===== config.mk =====
export PLATFORM = sky130hd
export DESIGN_NAME = ordered_record_list
export DESIGN_NICKNAME = d
export VERILOG_FILES = /design/src/rtl/orl_pkg.sv /design/src/rtl/ordered_record_list.sv /design/src/rtl/orl_ram.sv /design/src/rtl/orl_ctl.sv /design/src/rtl/orl_dp.sv
export SDC_FILE = /design/constraint.sdc
export NUM_CORES = 1
export LEC_CHECK = 0
export ABC_AREA = 1
export BUFFER_PORTS_ARGS = -buffer_cell sky130_fd_sc_hd__buf_2
export CAP_MARGIN = 20
export CORE_ASPECT_RATIO = 0.7
export CORE_MARGIN = 4
export CORE_UTILIZATION = 55
export DETAILED_ROUTE_END_ITERATION = 6
export HOLD_SLACK_MARGIN = 0.12
export PLACE_DENSITY = 0.74
export SKIP_LAST_GASP = 1
export SLEW_MARGIN = 25
export SYNTH_ARGS = -nofsm -noshare
export SYNTH_HDL_FRONTEND = slang
export SYNTH_HIERARCHICAL = 1
export SYNTH_SLANG_ARGS = --single-unit
export TNS_END_PERCENT = 5

===== constraint.sdc =====
create_clock -name clk -period 5.08 [get_ports clk]
set_clock_uncertainty 0.05 [all_clocks]
set_input_delay 0.762 -clock clk [delete_from_list [all_inputs] [get_ports clk]]
set_output_delay 0.762 -clock clk [all_outputs]
set_load 0.02 [all_outputs]

===== src/rtl/orl_pkg.sv =====
`timescale 1ns / 1ps

package orl_pkg;

  // Default bound on the number of records held.
  localparam int DEFAULT_MAX_ENTRIES = 16;

  // Field widths.
  localparam int ACT_W   = 3;
  localparam int ID_W    = 16;
  localparam int VAL_W   = 16;
  localparam int STAT_W  = 2;
  localparam int OCNT_W  = 5;
  localparam int S_DATA_W = 48;
  localparam int M_DATA_W = 56;

  // Action codes.
  localparam logic [ACT_W-1:0] ACT_PUSH_FRONT = 3'd0;
  localparam logic [ACT_W-1:0] ACT_PUSH_BACK  = 3'd1;
  localparam logic [ACT_W-1:0] ACT_REMOVE_ID  = 3'd2;
  localparam logic [ACT_W-1:0] ACT_POP_BACK   = 3'd3;
  localparam logic [ACT_W-1:0] ACT_CLEAR      = 3'd4;
  localparam logic [ACT_W-1:0] ACT_LIST       = 3'd5;

  // Status codes.
  localparam logic [STAT_W-1:0] ST_OK       = 2'd0;
  localparam logic [STAT_W-1:0] ST_EMPTY    = 2'd1;
  localparam logic [STAT_W-1:0] ST_NOTFOUND = 2'd2;
  localparam logic [STAT_W-1:0] ST_FULL     = 2'd3;

  // One stored record.
  typedef struct packed {
    logic [VAL_W-1:0] occ;
    logic [VAL_W-1:0] cap;
    logic [ID_W-1:0]  id;
  } rec_t;

  localparam int REC_W = $bits(rec_t);

  // Commands from the controller to the datapath.
  typedef struct packed {
    logic              latch_in;
    logic              push_front;
    logic              push_back;
    logic              cnt_dec;
    logic              cnt_clr;
    logic              idx_inc;
    logic              rd_en;
    logic              rd_next;
    logic              wr_shift;
    logic              out_load;
    logic [STAT_W-1:0] out_status;
    logic              out_use_rec;
    logic              out_last;
  } cmd_t;

  // Status from the datapath to the controller.
  typedef struct packed {
    logic [ACT_W-1:0] action;
    logic             full;
    logic             empty;
    logic             id_match;
    logic             idx_last;
    logic             idx_pre_last;
    logic             out_free;
  } stat_t;

endpackage


===== src/rtl/ordered_record_list.sv =====
`timescale 1ns / 1ps

// Channel   Dir  Fields (lowest bit first)
// s_axis    in   tuser: action; tdata: entry_id, room_capacity, room_occupancy
// m_axis    out  tuser: status; tdata: entry_count, out_id, out_capacity,
//                out_occupancy; tlast: last_of_run
//
// Records live in a ring buffer held in a RAM with one write port and one
// registered read port; each step of a walk reads a record, then uses the
// data.
// Push, pop, clear and unknown actions: accept, execute, then load the result.
// Remove by id: search from the front, then shift each later record forward.
// List: each record is read, then loaded into the output register.
// Reset is synchronous; it empties the list and the output register.
// A stalled output holds its word; the block takes no new word until every
// result of the current one has been loaded into the output register.

module ordered_record_list #(
  parameter int MAX_ENTRIES = orl_pkg::DEFAULT_MAX_ENTRIES
) (
  input  logic                         clk,
  input  logic                         rst,
  input  logic                         s_axis_tvalid,
  output logic                         s_axis_tready,
  // entry_id, room_capacity, room_occupancy
  input  logic [orl_pkg::S_DATA_W-1:0] s_axis_tdata,
  // action
  input  logic [orl_pkg::ACT_W-1:0]    s_axis_tuser,
  output logic                         m_axis_tvalid,
  input  logic                         m_axis_tready,
  // entry_count, out_id, out_capacity, out_occupancy, three zero pad bits
  output logic [orl_pkg::M_DATA_W-1:0] m_axis_tdata,
  // status
  output logic [orl_pkg::STAT_W-1:0]   m_axis_tuser,
  output logic                         m_axis_tlast
);

  localparam int PAD_W = orl_pkg::M_DATA_W - orl_pkg::OCNT_W - orl_pkg::REC_W;

  orl_pkg::cmd_t              cmd;
  orl_pkg::stat_t             stat;
  logic [orl_pkg::OCNT_W-1:0] out_count;
  orl_pkg::rec_t              out_rec;

  orl_ctl u_ctl (
    .clk      (clk),
    .rst      (rst),
    .in_valid (s_axis_tvalid),
    .in_ready (s_axis_tready),
    .stat     (stat),
    .cmd      (cmd)
  );

  orl_dp #(
    .MAX_ENTRIES (MAX_ENTRIES)
  ) u_dp (
    .clk        (clk),
    .rst        (rst),
    .cmd        (cmd),
    .stat       (stat),
    .in_action  (s_axis_tuser),
    .in_data    (s_axis_tdata),
    .out_valid  (m_axis_tvalid),
    .out_ready  (m_axis_tready),
    .out_status (m_axis_tuser),
    .out_count  (out_count),
    .out_rec    (out_rec),
    .out_last   (m_axis_tlast)
  );

  // Pack the result word.
  assign m_axis_tdata = {{PAD_W{1'b0}}, out_rec, out_count};

endmodule


===== src/rtl/orl_ram.sv =====
`timescale 1ns / 1ps

module orl_ram #(
  parameter int WIDTH = 48,
  parameter int DEPTH = 16
) (
  input  logic                     clk,
  input  logic                     wr_en,
  input  logic [$clog2(DEPTH)-1:0] wr_addr,
  input  logic [WIDTH-1:0]         wr_data,
  input  logic                     rd_en,
  input  logic [$clog2(DEPTH)-1:0] rd_addr,
  output logic [WIDTH-1:0]         rd_data
);

  logic [WIDTH-1:0] mem [DEPTH];

  // One write port and one registered read port.
  always_ff @(posedge clk) begin
    if (wr_en) begin
      mem[wr_addr] <= wr_data;
    end
    if (rd_en) begin
      rd_data <= mem[rd_addr];
    end
  end

endmodule


===== src/rtl/orl_ctl.sv =====
`timescale 1ns / 1ps

module orl_ctl (
  input  logic           clk,
  input  logic           rst,
  input  logic           in_valid,
  output logic           in_ready,
  input  orl_pkg::stat_t stat,
  output orl_pkg::cmd_t  cmd
);

  typedef enum logic [3:0] {
    S_IDLE,
    S_EXEC,
    S_SRCH_RD,
    S_SRCH_CHK,
    S_SH_RD,
    S_SH_WR,
    S_LIST_RD,
    S_LIST_EMIT,
    S_RESULT
  } state_t;

  state_t                      state;
  state_t                      state_next;
  logic [orl_pkg::STAT_W-1:0]  res_status;
  logic [orl_pkg::STAT_W-1:0]  res_status_next;

  assign in_ready = (state == S_IDLE);

  // Next state and command decode.
  always_comb begin
    state_next      = state;
    res_status_next = res_status;
    cmd             = '0;
    unique case (state)
      S_IDLE: begin
        if (in_valid) begin
          cmd.latch_in = 1'b1;
          state_next   = S_EXEC;
        end
      end
      S_EXEC: begin
        res_status_next = orl_pkg::ST_OK;
        state_next      = S_RESULT;
        unique case (stat.action)
          orl_pkg::ACT_PUSH_FRONT: begin
            if (stat.full) begin
              res_status_next = orl_pkg::ST_FULL;
            end else begin
              cmd.push_front = 1'b1;
            end
          end
          orl_pkg::ACT_PUSH_BACK: begin
            if (stat.full) begin
              res_status_next = orl_pkg::ST_FULL;
            end else begin
              cmd.push_back = 1'b1;
            end
          end
          orl_pkg::ACT_REMOVE_ID: begin
            if (stat.empty) begin
              res_status_next = orl_pkg::ST_EMPTY;
            end else begin
              state_next = S_SRCH_RD;
            end
          end
          orl_pkg::ACT_POP_BACK: begin
            if (stat.empty) begin
              res_status_next = orl_pkg::ST_EMPTY;
            end else begin
              cmd.cnt_dec = 1'b1;
            end
          end
          orl_pkg::ACT_CLEAR: begin
            cmd.cnt_clr = 1'b1;
          end
          orl_pkg::ACT_LIST: begin
            if (stat.empty) begin
              res_status_next = orl_pkg::ST_EMPTY;
            end else begin
              state_next = S_LIST_RD;
            end
          end
          default: begin
            // Unused action codes give a plain ok result.
          end
        endcase
      end
      S_SRCH_RD: begin
        cmd.rd_en  = 1'b1;
        state_next = S_SRCH_CHK;
      end
      S_SRCH_CHK: begin
        if (stat.id_match) begin
          res_status_next = orl_pkg::ST_OK;
          if (stat.idx_last) begin
            cmd.cnt_dec = 1'b1;
            state_next  = S_RESULT;
          end else begin
            state_next = S_SH_RD;
          end
        end else if (stat.idx_last) begin
          res_status_next = orl_pkg::ST_NOTFOUND;
          state_next      = S_RESULT;
        end else begin
          cmd.idx_inc = 1'b1;
          state_next  = S_SRCH_RD;
        end
      end
      S_SH_RD: begin
        cmd.rd_en   = 1'b1;
        cmd.rd_next = 1'b1;
        state_next  = S_SH_WR;
      end
      S_SH_WR: begin
        // Move the record behind the gap one place toward the front.
        cmd.wr_shift = 1'b1;
        cmd.idx_inc  = 1'b1;
        if (stat.idx_pre_last) begin
          cmd.cnt_dec = 1'b1;
          state_next  = S_RESULT;
        end else begin
          state_next = S_SH_RD;
        end
      end
      S_LIST_RD: begin
        cmd.rd_en  = 1'b1;
        state_next = S_LIST_EMIT;
      end
      S_LIST_EMIT: begin
        if (stat.out_free) begin
          cmd.out_load    = 1'b1;
          cmd.out_status  = orl_pkg::ST_OK;
          cmd.out_use_rec = 1'b1;
          cmd.out_last    = stat.idx_last;
          if (stat.idx_last) begin
            state_next = S_IDLE;
          end else begin
            cmd.idx_inc = 1'b1;
            state_next  = S_LIST_RD;
          end
        end
      end
      S_RESULT: begin
        if (stat.out_free) begin
          cmd.out_load   = 1'b1;
          cmd.out_status = res_status;
          cmd.out_last   = 1'b1;
          state_next     = S_IDLE;
        end
      end
      default: begin
        state_next = S_IDLE;
      end
    endcase
  end

  // State and pending result status.
  always_ff @(posedge clk) begin
    if (rst) begin
      state      <= S_IDLE;
      res_status <= orl_pkg::ST_OK;
    end else begin
      state      <= state_next;
      res_status <= res_status_next;
    end
  end

endmodule


===== src/rtl/orl_dp.sv =====
`timescale 1ns / 1ps

module orl_dp #(
  parameter int MAX_ENTRIES = orl_pkg::DEFAULT_MAX_ENTRIES
) (
  input  logic                         clk,
  input  logic                         rst,
  input  orl_pkg::cmd_t                cmd,
  output orl_pkg::stat_t               stat,
  input  logic [orl_pkg::ACT_W-1:0]    in_action,
  input  logic [orl_pkg::S_DATA_W-1:0] in_data,
  output logic                         out_valid,
  input  logic                         out_ready,
  output logic [orl_pkg::STAT_W-1:0]   out_status,
  output logic [orl_pkg::OCNT_W-1:0]   out_count,
  output orl_pkg::rec_t                out_rec,
  output logic                         out_last
);

  localparam int AW = $clog2(MAX_ENTRIES);
  localparam int CW = $clog2(MAX_ENTRIES + 1);
  localparam logic [AW:0]   DEPTH_EXT = (AW + 1)'(MAX_ENTRIES);
  localparam logic [AW-1:0] LAST_SLOT = AW'(MAX_ENTRIES - 1);
  localparam logic [CW-1:0] FULL_CNT  = CW'(MAX_ENTRIES);

  logic [orl_pkg::ACT_W-1:0] action;
  orl_pkg::rec_t             new_rec;
  logic [AW-1:0]             head;
  logic [CW-1:0]             count;
  logic [AW-1:0]             idx;

  logic [AW-1:0]  head_dec;
  logic [AW-1:0]  rd_log;
  logic [AW-1:0]  wr_log;
  logic [AW:0]    rd_sum;
  logic [AW:0]    wr_sum;
  logic [AW-1:0]  rd_phys;
  logic [AW-1:0]  wr_phys;
  logic           wr_en;
  logic [AW-1:0]  wr_addr;
  orl_pkg::rec_t  wr_data;
  orl_pkg::rec_t  rd_data;
  logic [CW-1:0]  idx_ext;

  // Latched input word; the item is held until its results are out.
  always_ff @(posedge clk) begin
    if (cmd.latch_in) begin
      action  <= in_action;
      new_rec <= orl_pkg::rec_t'(in_data);
    end
  end

  // Ring addressing: logical position plus head, wrapped once.
  assign head_dec = (head == '0) ? LAST_SLOT : head - AW'(1);
  assign rd_log   = cmd.rd_next ? idx + AW'(1) : idx;
  assign wr_log   = cmd.push_back ? count[AW-1:0] : idx;
  assign rd_sum   = {1'b0, head} + {1'b0, rd_log};
  assign wr_sum   = {1'b0, head} + {1'b0, wr_log};
  assign rd_phys  = (rd_sum >= DEPTH_EXT) ? AW'(rd_sum - DEPTH_EXT) : rd_sum[AW-1:0];
  assign wr_phys  = (wr_sum >= DEPTH_EXT) ? AW'(wr_sum - DEPTH_EXT) : wr_sum[AW-1:0];

  // Write port selection.
  assign wr_en   = cmd.push_front | cmd.push_back | cmd.wr_shift;
  assign wr_addr = cmd.push_front ? head_dec : wr_phys;
  assign wr_data = cmd.wr_shift ? rd_data : new_rec;

  orl_ram #(
    .WIDTH (orl_pkg::REC_W),
    .DEPTH (MAX_ENTRIES)
  ) u_ram (
    .clk     (clk),
    .wr_en   (wr_en),
    .wr_addr (wr_addr),
    .wr_data (wr_data),
    .rd_en   (cmd.rd_en),
    .rd_addr (rd_phys),
    .rd_data (rd_data)
  );

  // Head pointer, record count and walk index.
  always_ff @(posedge clk) begin
    if (rst) begin
      head  <= '0;
      count <= '0;
      idx   <= '0;
    end else begin
      if (cmd.push_front) begin
        head <= head_dec;
      end
      if (cmd.push_front || cmd.push_back) begin
        count <= count + CW'(1);
      end else if (cmd.cnt_dec) begin
        count <= count - CW'(1);
      end else if (cmd.cnt_clr) begin
        count <= '0;
      end
      if (cmd.latch_in) begin
        idx <= '0;
      end else if (cmd.idx_inc) begin
        idx <= idx + AW'(1);
      end
    end
  end

  // Output register; a new word may load as the held one is taken.
  always_ff @(posedge clk) begin
    if (rst) begin
      out_valid <= 1'b0;
    end else if (cmd.out_load) begin
      out_valid <= 1'b1;
    end else if (out_ready) begin
      out_valid <= 1'b0;
    end
  end

  always_ff @(posedge clk) begin
    if (cmd.out_load) begin
      out_status <= cmd.out_status;
      out_count  <= orl_pkg::OCNT_W'(count);
      out_rec    <= cmd.out_use_rec ? rd_data : '0;
      out_last   <= cmd.out_last;
    end
  end

  // Status toward the controller.
  assign idx_ext           = CW'(idx);
  assign stat.action       = action;
  assign stat.full         = (count == FULL_CNT);
  assign stat.empty        = (count == '0);
  assign stat.id_match     = (rd_data.id == new_rec.id);
  assign stat.idx_last     = (idx_ext + CW'(1) == count);
  assign stat.idx_pre_last = (idx_ext + CW'(2) == count);
  assign stat.out_free     = !out_valid || out_ready;

endmodule


==> flow_summary.ini <==
[die]
dieArea_um2 = 78800
die_width_um = 334
core_region_area_um2 = 73500
die_y_um = 236
rows = 83
floorplan.io_pins = 116
start_util_pct = 55.6

[cells_and_area]
n_antenna_cell = 0
layout-area-overhead-vs-synth_pct = 10.4
combined_area_of_the_multi_input_logic_cells_um2 = 9220
layout-drive-gt1-share_pct = 8.37
final-seq-area_um2 = 28100
fillCellCount = 5746
finish.net_count = 4052
finish.cell_count_without_fillers = 5026

[sta]
grt_setup_unrepaired = false
min_period_over_period_pct = 90.3
fin_crit_ps = 4590
final-setup-viol-count = 0
fin_worst_hold_slack_ps = 250
worst-slew-pin-transition_ps = 1090
max_slew_margin_pct = 27.6
timing.fmax_ghz = 0.218
setup_slack_ps = 495
report.final.hold_viol_count = 0
slew_violations = 0

[critical_path]
worstSetupPathDepth = 17
critPathSlowestCell = sky130_fd_sc_hd__nor2_4
required_ps = 5330
path_common_cell = sky130_fd_sc_hd__inv_1
timing.critical_path.fanout_max = 17
timing.reg2reg.worst_path_depth = 17
critical_path_start_type = register
path_cells = inv_1 -> ha_1 -> nand3_1 -> inv_1 -> nor3_1 -> inv_2 -> o21ai_0 -> ha_1 -> inv_1 -> fa_1 -> xor2_1 -> o21ai_0 -> nor2_1 -> nand2_1 -> nor2_4 -> buf_16 -> buf_4
critPathCaptureType = register
max_stage_delay_on_crit_path_ps = 590
worstSetupPathType = reg -> reg
cp_num_buf_inv = 6
cp_data_arrival_time_ps = 4830
timing.critical_path.max_delay_family = simple AND/OR/NAND/NOR gates

[clock_tree]
clock_sinks = 943
cts_tree = done
clockRootBuffer = sky130_fd_sc_hd__clkbuf_16
cts_setup_buffers = 0
clk_pin_slew_worst_paths_ps = 60
numCtsBuffers = 87
cts_buffer_depth = 3
clkLatencyLatePin_ps = 630
htree_levels = 3
post_cts_resize_count = 0
postCtsHoldBufs = 0

[pwr]
power_density_nw_per_um2 = 348
total_power_uw = 15700
static_leakage_uw = 0.0190
peakVddDrop_v = 0.000224

[synthesis]
post_synth_top_flop = sky130_fd_sc_hd__edfxtp_1
ys_warns = 6
postSynthRegisterBits = 943
synth_area_um2 = 40900
sequential_fraction_of_the_synthesis_area_pct = 68.8
ys_types = 37
synth_cells = 3903
asyncSetResetFlopFracSynth_pct = 0
edff_count_synth = 923
synth_area_per_cell_um2 = 10.5

[drt]
detailedRoute.firstPassIterationCount = 5
post_drt_wl_per_cell_um = 19.2
detail-route-antenna-nets = 0
drt_first_iter_violations = 3251
viasPerCell = 5.37
totalWireLength_mm = 96.7
drcViolationCount = 0
via_count = 27000

[global_route]
first_global_vias = 25700
grt_max_degree = 181
groute.layer.met1.usage_pct = 36.7
grt.overflow.total = 0
groute.layer.met3.usage_pct = 3.71
grt.met2_usage_pct = 37.9
gr-usage-all-layers_pct = 24.5
antenna_violations_before_repair = 1
global_route.peak_usage_layer = met2
grt_pass1_wl_mm = 150

[place]
pre_cts_ws_ps = 565
port_buffers = 112
placed_instance_count = 4872
place_congestion = 0.834
detailed_place_hpwl_mm = 52.7

[flow_run]
cap_viol_max_count = 0

[min_path]
worst_hold_path.num_cells = 1
min_path_type = in -> reg

[outcome]
run_status = finished clean
-- logic make-up after synthesis --
group | synth area share, %
DFF | 68.8
xor gates and xnor gates | 0.514
other | 0.00917
AOI/OAI and AO/OA | 0.557
and+or+nand+nor | 20.5
adders and majority gates | 0.435
buffers and inverters | 9.17
-- worst reg2reg max path, delay by kind of cell (launching register included) --
| family | cells | cell delay, ps |
|---|---|---|
| and+or+nand+nor | 5 | 1330 |
| buffers and inverters | 6 | 1000 |
| adders and majority gates | 3 | 830 |
| DFF | 1 | 470 |
| AOI/OAI and AO/OA | 2 | 430 |
| xor gates and xnor gates | 1 | 140 |
-- worst paths after layout --
kind / start / slack [ps] / end
worst max-delay path: u_dp/count[0] / 490 / u_dp/u_ram/mem[0][27]
worst min-delay path: s_axis_tdata[29] / 250 / u_dp/new_rec[29]
worst max register to register: u_dp/count[0] / 490 / u_dp/u_ram/mem[0][27]
worst min register to register: u_ctl/res_status[0] / 430 / u_ctl/res_status[0]
-- flip-flops by register name (all words and copies together) (netlist names), 2 cells and up --
name	flops
u_dp/u_ram/mem	768
u_dp/new_rec	48
u_dp/out_rec	48
u_dp/u_ram/rd_data	48
u_dp/count	5
u_dp/out_count	5
u_ctl/state	4
u_dp/head	4
u_dp/idx	4
u_dp/action	3
u_ctl/res_status	2
u_dp/out_status	2
-- through the flow --
stage / instance area, µm² / TNS (ps) / util, %
2_1_floorplan: 40900 / -333280 / -
3_3_place_gp: 42500 / 0 / 57.7
3_5_place_dp: 42500 / 0 / 57.8
4_1_cts: 45100 / 0 / 61.3
5_1_grt: 45100 / 0 / 61.4
6_report: 45100 / 0 / 61.4
-- final cells by class --
class / instances / area share (%)
Inverter: 693 / 5.81
Timing Repair Buffer: 173 / 2.91
Clock inverter: 50 / 0.849
Multi-Input combinational cell: 2086 / 20.4
Tap cell: 977 / 2.71
Clock buffer: 104 / 4.97
Sequential cell: 943 / 62.3
-- cells in the mapped netlist (2+ instances only) --
| library cell | count | share of area, % |
|---|---|---|
| sky130_fd_sc_hd__inv_2 | 8 | 0.073 |
| sky130_fd_sc_hd__nand2_1 | 1309 | 12 |
| sky130_fd_sc_hd__ha_1 | 11 | 0.34 |
| sky130_fd_sc_hd__xor2_1 | 8 | 0.17 |
| sky130_fd_sc_hd__buf_6 | 35 | 0.96 |
| sky130_fd_sc_hd__nand2_2 | 4 | 0.061 |
| sky130_fd_sc_hd__a21oi_1 | 15 | 0.18 |
| sky130_fd_sc_hd__nor2_1 | 49 | 0.45 |
| sky130_fd_sc_hd__inv_1 | 683 | 6.3 |
| sky130_fd_sc_hd__nand4_1 | 13 | 0.20 |
| sky130_fd_sc_hd__xnor2_1 | 16 | 0.34 |
| sky130_fd_sc_hd__edfxtp_1 | 923 | 68 |
| sky130_fd_sc_hd__clkbuf_1 | 31 | 0.28 |
| sky130_fd_sc_hd__dfxtp_1 | 20 | 0.98 |
| sky130_fd_sc_hd__nand3_1 | 610 | 7.5 |
| sky130_fd_sc_hd__o21ai_0 | 23 | 0.28 |
| sky130_fd_sc_hd__o211ai_1 | 2 | 0.037 |
| sky130_fd_sc_hd__buf_2 | 91 | 1.1 |
| sky130_fd_sc_hd__nor3_1 | 3 | 0.037 |
| sky130_fd_sc_hd__buf_4 | 18 | 0.33 |
| sky130_fd_sc_hd__fa_1 | 2 | 0.098 |
| sky130_fd_sc_hd__nand3b_1 | 2 | 0.037 |
| sky130_fd_sc_hd__nor2_4 | 2 | 0.055 |
| sky130_fd_sc_hd__or2_2 | 2 | 0.031 |
| sky130_fd_sc_hd__nand3_2 | 2 | 0.049 |
| sky130_fd_sc_hd__nor2_2 | 4 | 0.061 |
| sky130_fd_sc_hd__buf_1 | 7 | 0.064 |
-- power breakdown --
group	total (µW)	internal (µW)	switching (µW)	leakage, µW
Clock	6190	3440	2750	0.00129
Sequential	8730	8690	35.0	0.00845
Combinational	802	198	605	0.00927
Total	15700	12300	3390	0.0190
-- cell usage in the layout, fill, tap and decap left out, types with 17 or more instances in the layout --
master                         n
sky130_fd_sc_hd__nand3_1     610
sky130_fd_sc_hd__clkbuf_1     17
sky130_fd_sc_hd__dfxtp_1      20
sky130_fd_sc_hd__edfxtp_1    923
sky130_fd_sc_hd__clkbuf_16    87
sky130_fd_sc_hd__buf_4        38
sky130_fd_sc_hd__nor2_4       19
sky130_fd_sc_hd__o21ai_0      20
sky130_fd_sc_hd__clkinv_1     24
sky130_fd_sc_hd__buf_12       22
sky130_fd_sc_hd__nand2_1    1307
sky130_fd_sc_hd__nor2_1       32
sky130_fd_sc_hd__inv_1       680
sky130_fd_sc_hd__buf_2       112
-- metal layers --
metal  vias up  share of wire, %  wire, µm
met1     12900                44     42100
li1      12800                 -         -
met5         -                 0         0
met2      1234                45     43800
met4         0               2.2      2100
met3       154               9.1      8760
No activity file was read; power rests on OpenSTA's default activity.
